$ cat src/hw/rtl/spq_pkg.sv
`default_nettype none
// ----------------------------------------------------------------------------
// spq_pkg
// Types and constants shared by the sorted-insert priority queue.
// ----------------------------------------------------------------------------
package spq_pkg;

  localparam int unsigned DepthDefault = 16;
  localparam int unsigned TagW         = 32;
  localparam int unsigned PrioW        = 8;
  localparam int unsigned FillW        = 5;
  localparam int unsigned StatusW      = 2;
  localparam int unsigned InDataW      = 40;
  localparam int unsigned OutDataW     = 48;

  localparam logic ActInsert = 1'b0;
  localparam logic ActRemove = 1'b1;

  typedef enum logic [StatusW-1:0] {
    ST_DONE  = 2'd0,
    ST_FULL  = 2'd1,
    ST_EMPTY = 2'd2
  } spq_status_e;

  typedef struct packed {
    logic [PrioW-1:0] prio;
    logic [TagW-1:0]  tag;
  } spq_entry_t;

  typedef struct packed {
    logic ins;
    logic rem;
  } spq_op_t;

endpackage
`default_nettype wire

$ cat src/hw/rtl/spq_cell.sv
`default_nettype none
// ----------------------------------------------------------------------------
// spq_cell
// One slot of the sorted row: holds an entry, shifts towards the tail on an
// insert ahead of it and towards the head on a remove.
// ----------------------------------------------------------------------------
module spq_cell
  import spq_pkg::*;
(
  input  wire logic       clk_i,
  input  wire spq_op_t    op_i,
  input  wire logic       occupied_i,
  input  wire spq_entry_t new_entry_i,
  input  wire logic       left_lower_i,
  input  wire spq_entry_t left_entry_i,
  input  wire spq_entry_t right_entry_i,
  output logic            lower_o,
  output spq_entry_t      entry_o
);

  spq_entry_t entry_q, entry_d;

  assign lower_o = !occupied_i || (entry_q.prio < new_entry_i.prio);
  assign entry_o = entry_q;

  always_comb begin
    entry_d = entry_q;
    if (op_i.ins) begin
      if (left_lower_i) begin
        entry_d = left_entry_i;
      end else if (lower_o) begin
        entry_d = new_entry_i;
      end
    end else if (op_i.rem) begin
      entry_d = right_entry_i;
    end
  end

  always_ff @(posedge clk_i) begin
    entry_q <= entry_d;
  end

endmodule
`default_nettype wire

$ cat src/hw/rtl/sorted_insert_priority_queue.sv
`default_nettype none
// ----------------------------------------------------------------------------
// sorted_insert_priority_queue
// Bounded priority queue kept sorted in a row of cells; ties leave in order.
// ----------------------------------------------------------------------------
// Each accepted item's result is registered in the output register.
// Throughput: 1 item per cycle while s_axis_tready is high; every cell updates in the same cycle.
// s_axis_tready stays high while the output register is empty or being taken.
// Reset clears the entry count and the output valid; slot contents are
// undefined until written.
// ----------------------------------------------------------------------------
module sorted_insert_priority_queue
  import spq_pkg::*;
#(
  parameter int unsigned DEPTH = DepthDefault
) (
  input  wire logic                clk_i,
  input  wire logic                rst_ni,
  input  wire logic                s_axis_tvalid,
  output logic                     s_axis_tready,
  input  wire logic [InDataW-1:0]  s_axis_tdata,   // tag[31:0], priority_req[39:32]
  input  wire logic                s_axis_tuser,   // action[0]
  output logic                     m_axis_tvalid,
  input  wire logic                m_axis_tready,
  output logic [OutDataW-1:0]      m_axis_tdata,   // served_tag[31:0],
                                                   // served_priority[39:32],
                                                   // fill_level[44:40], zero
  output logic [StatusW-1:0]       m_axis_tuser    // status[1:0]
);

  localparam int unsigned CntW = $clog2(DEPTH + 1);

  logic [CntW-1:0]     count_q, count_d;
  logic                out_valid_q;
  logic [StatusW-1:0]  out_status_q, out_status_d;
  spq_entry_t          out_entry_q, out_entry_d;
  logic [FillW-1:0]    out_fill_q;

  logic       accept, full, empty;
  spq_op_t    op;
  spq_entry_t new_entry;

  spq_entry_t cell_entry [DEPTH];
  logic       cell_lower [DEPTH];

  assign s_axis_tready = !out_valid_q || m_axis_tready;
  assign accept        = s_axis_tvalid && s_axis_tready;
  assign full          = (count_q == CntW'(DEPTH));
  assign empty         = (count_q == '0);
  assign new_entry.tag  = s_axis_tdata[TagW-1:0];
  assign new_entry.prio = s_axis_tdata[TagW+PrioW-1:TagW];
  assign op.ins = accept && (s_axis_tuser == ActInsert) && !full;
  assign op.rem = accept && (s_axis_tuser == ActRemove) && !empty;

  for (genvar i = 0; i < DEPTH; i++) begin : g_cell
    logic       occupied;
    logic       left_lower;
    spq_entry_t left_entry;
    spq_entry_t right_entry;

    assign occupied = (CntW'(i) < count_q);
    if (i == 0) begin : g_head
      assign left_lower = 1'b0;
      assign left_entry = new_entry;
    end else begin : g_body
      assign left_lower = cell_lower[i-1];
      assign left_entry = cell_entry[i-1];
    end
    if (i == DEPTH - 1) begin : g_tail
      assign right_entry = '0;
    end else begin : g_inner
      assign right_entry = cell_entry[i+1];
    end

    spq_cell u_cell (
      .clk_i         (clk_i),
      .op_i          (op),
      .occupied_i    (occupied),
      .new_entry_i   (new_entry),
      .left_lower_i  (left_lower),
      .left_entry_i  (left_entry),
      .right_entry_i (right_entry),
      .lower_o       (cell_lower[i]),
      .entry_o       (cell_entry[i])
    );
  end

  always_comb begin
    count_d      = count_q;
    out_status_d = ST_DONE;
    out_entry_d  = '0;
    if (s_axis_tuser == ActInsert) begin
      if (full) begin
        out_status_d = ST_FULL;
      end else begin
        count_d = count_q + 1'b1;
      end
    end else begin
      if (empty) begin
        out_status_d = ST_EMPTY;
      end else begin
        count_d     = count_q - 1'b1;
        out_entry_d = cell_entry[0];
      end
    end
  end

  always_ff @(posedge clk_i or negedge rst_ni) begin
    if (!rst_ni) begin
      count_q     <= '0;
      out_valid_q <= 1'b0;
    end else begin
      if (accept) begin
        count_q     <= count_d;
        out_valid_q <= 1'b1;
      end else if (m_axis_tready) begin
        out_valid_q <= 1'b0;
      end
    end
  end

  always_ff @(posedge clk_i) begin
    if (accept) begin
      out_status_q <= out_status_d;
      out_entry_q  <= out_entry_d;
      out_fill_q   <= FillW'(count_d);
    end
  end

  assign m_axis_tvalid = out_valid_q;
  assign m_axis_tuser  = out_status_q;
  assign m_axis_tdata  = {{(OutDataW - TagW - PrioW - FillW){1'b0}},
                          out_fill_q, out_entry_q.prio, out_entry_q.tag};

  a_count_bound: assert property (@(posedge clk_i) disable iff (!rst_ni)
    count_q <= CntW'(DEPTH))
    else $error("entry count above depth");

  a_accept_valid: assert property (@(posedge clk_i) disable iff (!rst_ni)
    accept |=> m_axis_tvalid)
    else $error("accepted item gave no result");

  a_insert_count: assert property (@(posedge clk_i) disable iff (!rst_ni)
    op.ins |=> (count_q == $past(count_q) + 1'b1))
    else $error("insert did not advance count");

  a_remove_head: assert property (@(posedge clk_i) disable iff (!rst_ni)
    op.rem |=> (out_entry_q == $past(cell_entry[0])))
    else $error("remove did not hand out head entry");

endmodule
`default_nettype wire

$ cat config.mk
export PLATFORM = sky130hd
export DESIGN_NAME = sorted_insert_priority_queue
export DESIGN_NICKNAME = d
export VERILOG_FILES = /design/src/hw/rtl/spq_pkg.sv /design/src/hw/rtl/spq_cell.sv /design/src/hw/rtl/sorted_insert_priority_queue.sv
export SDC_FILE = /design/constraint.sdc
export NUM_CORES = 1
export LEC_CHECK = 0
export ABC_AREA = 1
export BUFFER_PORTS_ARGS = -buffer_cell sky130_fd_sc_hd__buf_2
export CAP_MARGIN = 10
export CORE_UTILIZATION = 38
export CTS_CLUSTER_DIAMETER = 50
export DETAILED_ROUTE_END_ITERATION = 8
export PLACE_DENSITY = 0.58
export SLEW_MARGIN = 10
export SYNTH_ARGS = -nofsm -noshare
export SYNTH_HDL_FRONTEND = slang
export SYNTH_HIERARCHICAL = 1
export SYNTH_SLANG_ARGS = --single-unit
$ cat constraint.sdc
create_clock -name clk_i -period 12.08 [get_ports clk_i]
set_input_delay 1.812 -clock clk_i [delete_from_list [all_inputs] [get_ports clk_i]]
set_output_delay 1.812 -clock clk_i [all_outputs]
set_load 0.05 [all_outputs]
Word-level counts from Yosys, hierarchy flattened:

Cells that the tools add are included.

* latch bits: 0
* bits of input ports: 45
* bits in writable memories: 0
* word-level logic and storage cells: 222
* memories kept: 0
* memory bits (read-only): 0
* output and inout port bits: 52
* register bits: 693

* multipliers: 0
* $add $sub $neg: 2
* equality and inequality tests: 17
* muxes and demuxes: 71
* order comparisons: 32
* bitwise gates (word level): 1
* reductions and logical operators: 61
* divide/modulo/power cells: 0
* shifts and indexed selects: 0

Operator list (count)
* $mux W40: 63
* $lt A8 B8 Y1: 16
* $lt A4 B5 Y1 const A: 8
* $ne A3 B1 Y1 const B: 12
* $reduce_and A2 Y1: 16
* $lt A3 B5 Y1 const A: 4
* $logic_not A1 Y1: 19
* $logic_or A1 B1 Y1: 17
* $mux W5: 3
* $lt A1 B5 Y1 const A: 2
* $lt A2 B5 Y1 const A: 2
* $ne A3 B2 Y1 const B: 3
* $add A5 B1 Y5 const B: 1
* $eq A5 B5 Y1 const B: 1
* $logic_and A1 B1 Y1: 5
* $logic_not A5 Y1: 1
* $sub A5 B1 Y5 const B: 1
* $mux W2: 2
* $reduce_bool A2 Y1: 2
* $mux W1: 3
* $ne A2 B2 Y1 const B: 1
* $reduce_or A2 Y1: 1
* $not A1 Y1: 1

Longest topological paths before layout:

Gate-level depths: netlist of the first run.

* depth after elaboration: 7
* mapped depth: 13
* depth with buffers taken out: 13

By module:

Netlist of the first run, hierarchy kept.

By module, submodules not included
* spq_cell: area each 2204.6 um^2, cells an instance 256, instances 16, sequential area each 1201.2 um^2
* sorted_insert_priority_queue: area each 2398.6 um^2, cells an instance 242, instances 1, sequential area each 1561.5 um^2

Worst setup path after synthesis of the first run:

No wires, ideal clock.

* path kind: in2reg
* from: input port m_axis_tready
* to: register g_cell[0].u_cell.entry_q, in the netlist g_cell[0].u_cell/entry_o[0], enable pin
* library setup time: 0.395 ns
* stages on the path: 7
* buffers on the path: 0
* data arrival time: 5.947 ns
* required time: 11.685 ns
* path slack: 5.738 ns
* path through: inv_1 -> nand2_1 -> nand2_1 -> nor2_1 -> or2_2 -> nand2_1 -> inv_1

RTL lines
* start: declaration: RTL line sorted_insert_priority_queue.sv:24 `input wire logic m_axis_tready,`
* end signal: assignment: RTL line spq_cell.sv:40 `entry_q <= entry_d;`
* end: declaration: RTL line spq_cell.sv:21 `spq_entry_t entry_q, entry_d;`

==> metrics.yaml, run 1 <==
cts_repair_resize_count: 0
die_h_um: 316.8
max-slew-margin-rel: 0.2235
ant_nets: 0
routabilityCongestion: 0.7781
rsz0062_at_grt: "false"
route.vias.total: 31130
cp-start-kind: "primary input"
start_util: 0.3833
wl_per_cell_um: 19.50
grt_antenna_before_repair: 2
path_max_fanout: 93
syn_inst: 4337
power_w: 0.009115
first_global_vias: 31580
clk-insertion-delay-late_ns: 0.67
overflow: 0
yosys_warnings: 6
finalCritPeriodShare: 0.4413
die_w_um: 316.8
pwr_density_cell_mw_per_mm2: 215.3
final_core_util: 0.4308
clkSlewWorstSetupHoldPaths_ns: 0.06
cellLeakagePower_nw: 16.81
crit_arrival_ns: 5.61
crit_buf_inv: 7
drive_gt1_frac: 0.07701
first_pass_iters: 5
area_delta_synth_final_pct: 12.40
setup_tns_ns: 0
drtIter0Drc: 2952
crit_required_ns: 12.36
clockRootBuffer: "clkbuf_16"
worst_pin_slew_ns: 1.165
clock.fmax_ghz: 0.1876
regArea_mm2: 0.02078
grt_use_total: 0.2200
multi_input_area_mm2: 0.01475
num_rows: 115
clock-sinks: 693
wl_um: 111900
cts_made_buffers: 94
max_stage_delay_ns: 0.81
syn_avg_cell_area_um2: 8.685
drt-vias-per-instance: 5.422
synth_area_mm2: 0.03767
hold_class: "reg2reg"
cts_buffer_depth: 3
crit_slowest_cell: "buf_4"
fin_crit_ns: 5.331
cts_hold_buf: 0
skew_ns: 0.03236
drc_errors: 0
r2r_slack_ns: 6.99
worstSetupPathType: "in2reg"
outcome: "completed"
cp_cell_sequence: "buf_2 > inv_1 > nand2_1 > nor2_4 > buf_4 > buf_4 > buf_4 > or2_2 > nand2_1 > inv_1 > buf_4"
die_area_mm2: 0.1004
dp_hpwl_um: 71910
finalSetupViolations: 0
nets: 4535
cp_top_family: "buffers and inverters"
crit_path_end_kind: "register"
grt_pass1_wl_um: 175600
cts_tree: "built"
grt_max_degree: 230
post_cts_buffers: 0
htree_levels: 3
max_cap_violations: 0
io_pins: 97
slew_viol_final: 0
diodes: 0
port_buffers: 93
nFillCells: 9638
fin_hold_ws_ns: 0.5250
crit_top_cell: "buf_4"
coreArea_mm2: 0.09828
vdd_drop_max_mv: 0.1276
hold_violations: 0
-- area by class of cell --
cell class,count,share of cell area
sequential,693,0.4908
timing repair buffer,159,0.02346
multi-input combinational,3165,0.3484
clock buffer,104,0.05694
tap,1287,0.03803
inverter,261,0.02314
clock inverter,72,0.01921
-- where the power goes --
part           leakage [nW]  internal [W]  switching, W  total (W)
Clock                  1.55       0.00172       0.00117    0.00289
Combinational          8.63      0.000683       0.00184    0.00252
Sequential             6.63       0.00337      0.000337    0.00370
-- through the flow --
step / setup WS (ns) / cells / area [um2]
2_1_floorplan: 5.738 / 4385 / 37850
3_3_place_gp: 6.206 / 5564 / 39090
3_5_place_dp: 6.204 / 5565 / 39120
4_1_cts: 6.891 / 5741 / 42340
5_1_grt: 6.551 / 5741 / 42340
6_report: 6.749 / 5741 / 42340
-- tightest hold or removal path: cells and delay by family (launching register included) --
family | cells | cell delay [ns]
compound gates | 1 | 0.06
simple gates | 1 | 0.05
flops | 1 | 0.31
-- cell usage in the layout (no fill, tap or decap), types with 49 or more instances in the layout --
master / n
nand2_1: 874
nor2_1: 721
edfxtp_1: 687
o21ai_0: 648
o21ai_1: 641
inv_1: 250
ha_1: 116
clkbuf_16: 95
buf_2: 93
buf_4: 64
conb_1: 49
-- final timing paths --
check,start,to,cells after the start
max,s_axis_tuser,g_cell[15].u_cell/entry_o[5]$_DFFE_PP_,11
min,g_cell[15].u_cell/entry_o[7]$_DFFE_PP_,g_cell[14].u_cell/entry_o[7]$_DFFE_PP_,2
max reg2reg,count_q[1]$_DFFE_PN0P_,g_cell[15].u_cell/entry_o[5]$_DFFE_PP_,14
min reg2reg,g_cell[15].u_cell/entry_o[7]$_DFFE_PP_,g_cell[14].u_cell/entry_o[7]$_DFFE_PP_,2
max in group asynchronous,rst_ni,m_axis_tvalid$_DFFE_PN0P_,1
min in group asynchronous,rst_ni,count_q[4]$_DFFE_PN0P_,1
-- state kept, by name, indices dropped and copies added, names as in the netlist --
signal                 flops
m_axis_tvalid              1
count_q                    5
m_axis_tuser               2
g_cell.u_cell/entry_o    640
out_fill_q                 5
m_axis_tdata              40
-- per-layer routing --
| layer | wire, um | global-route usage |
|---|---|---|
| met3 | 4705 | 0.02550 |
| met1 | 47780 | 0.2811 |
| met5 | 14 | 0 |
| met2 | 57020 | 0.3887 |
| met4 | 2419 | 0.06589 |
No activity file was read; power rests on OpenSTA's default activity.
==> run 2: changes to the inputs <==
--- a/config.mk
+++ b/config.mk
@@ -5,7 +5,7 @@
 export SDC_FILE = /design/constraint.sdc
 export NUM_CORES = 1
 export LEC_CHECK = 0
-export ABC_AREA = 1
+export ABC_AREA = 0
 export BUFFER_PORTS_ARGS = -buffer_cell sky130_fd_sc_hd__buf_2
 export CAP_MARGIN = 10
 export CORE_UTILIZATION = 38
==> constraint.sdc (replaced) <==
create_clock -name clk_i -period 5.3 [get_ports clk_i]
set_input_delay 0.795 -clock clk_i [delete_from_list [all_inputs] [get_ports clk_i]]
set_output_delay 0.795 -clock clk_i [all_outputs]
set_load 0.05 [all_outputs]
==> metrics.yaml, run 2 <==
yosys_warnings: 6
post_cts_buffers: 0
clk-insertion-delay-late_ns: 0.64
die_h_um: 318.3
io_pins: 97
r2r-start: "count_q[0]$_DFFE_PN0P_"
drive_gt1_frac: 0.09783
htree_levels: 3
drc_errors: 0
layout_setup_ws_ns: 1.330
pwr_density_cell_mw_per_mm2: 430.1
finalSetupViolations: 0
port_buffers: 93
fin_cells: 4834
grt_pass1_wl_um: 133600
num_rows: 115
max-slew-margin-rel: 0.2118
hold_class: "in2reg"
cts_hold_buf: 1
nFillCells: 9415
setup_tns_ns: 0
vdd_drop_max_mv: 0.2465
syn_inst: 3442
grt_max_degree: 244
dp_slack_ns: 1.238
overflow: 0
worstSetupPathType: "reg2reg"
clock-sinks: 693
area_delta_synth_final_pct: 12.19
crit_start: "count_q[0]$_DFFE_PN0P_"
path_max_fanout: 243
drtIter0Drc: 1680
min_from: "s_axis_tvalid"
synth_area_mm2: 0.03803
ant_nets: 0
diodes: 0
skew_ns: 0.01749
place_inst: 4683
first_global_vias: 23070
die_area_mm2: 0.1013
wl_per_cell_um: 17.15
power_w: 0.01835
crit_required_ns: 5.67
multi_input_area_mm2: 0.01597
cts_buffer_depth: 3
syn_avg_cell_area_um2: 11.05
clockRootBuffer: "clkbuf_16"
crit_path_end_kind: "register"
final_cell_mix: "nor2_1 (696), edfxtp_1 (687), a21oi_1 (675)"
nets: 3642
cts_repair_resize_count: 0
route.vias.total: 24090
first_pass_iters: 5
grt_use_total: 0.1619
outcome: "completed"
drt-vias-per-instance: 4.983
fin_crit_ns: 3.970
die_w_um: 318.3
cts_tree: "built"
hold_violations: 0
regArea_mm2: 0.02078
clock.fmax_ghz: 0.2519
largest_reg_flops: 640
crit_arrival_ns: 4.34
rsz0062_at_grt: "false"
cp-start-kind: "register"
routabilityCongestion: 0.7593
finalCritPeriodShare: 0.7491
slew_viol_final: 0
worst_pin_slew_ns: 1.182
cts_made_buffers: 82
max_cap_violations: 0
coreArea_mm2: 0.09871
grt_antenna_before_repair: 12
cellLeakagePower_nw: 18.62
wl_um: 82890
layout_commonest_cell: "nor2_1"
start_util: 0.3852
dp_hpwl_um: 57550
clkSlewWorstSetupHoldPaths_ns: 0.06
==> run 2: cell types whose count changed in the layout (fill, tap and decap cells not counted), moves of 25 or more <==
cell,change
nand2_1,-815
mux2i_1,+641
o21ai_1,-641
a21oi_1,+627
o21ai_0,-643
and3_1,+40
nor2_1,-25
inv_1,-131
==> run 2: power by group <==
part	switching [W]	total, W	internal [W]	leakage (nW)
clock	0.00230	0.00580	0.00350	1.36
combinational	0.00298	0.00496	0.00198	10.7
sequential	0.000482	0.00759	0.00711	6.53
total	0.00576	0.0183	0.0126	18.6
==> run 2: layout make-up <==
type,count,area share
well taps,1287,0.03775
repair buffers,154,0.02493
clock buffers,103,0.05144
clock inverters,47,0.01379
multi-input cells,2430,0.3744
inverters,120,0.01056
flip-flops and latches,693,0.4871
==> run 2: worst max-delay path: stages (launching register included) <==
cell and delay [ns]:
dfrtp_1 0.58, inv_1 0.19, ha_1 0.28, nor4bb_1 0.19, or2_2 0.38, nor2_4 0.14, buf_12 0.40, buf_12 0.51
buf_4 0.47, a21oi_1 0.11
==> run 2: stage by stage <==
| step | util | hold WS [ns] | area (um2) |
|---|---|---|---|
| after floorplan | - | 0.4994 | 38190 |
| after global placement | 0.4039 | 0.5174 | 39870 |
| after detailed placement | 0.4039 | 0.5268 | 39870 |
| after CTS | 0.4322 | 0.3445 | 42660 |
| after global routing | 0.4322 | 0.3790 | 42660 |
| final | 0.4322 | 0.3809 | 42660 |
==> run 2: metal layers <==
metal  part of all wire  global-route usage
met1               0.52              0.2446
met2               0.42              0.2415
met3              0.041             0.02239
met4              0.017             0.04273
met5            0.00099                   0
==> run 2: worst paths after layout <==
path | end | slack [ns] | cells past startpoint
max in group asynchronous | m_axis_tvalid$_DFFE_PN0P_ | 4.51 | 2
min reg2reg | m_axis_tvalid$_DFFE_PN0P_ | 0.54 | 2
min | m_axis_tvalid$_DFFE_PN0P_ | 0.38 | 2
min in group asynchronous | count_q[2]$_DFFE_PN0P_ | 0.56 | 2
max | g_cell[11].u_cell/entry_o[25]$_DFFE_PP_ | 1.33 | 9
max reg2reg | g_cell[11].u_cell/entry_o[25]$_DFFE_PP_ | 1.33 | 9
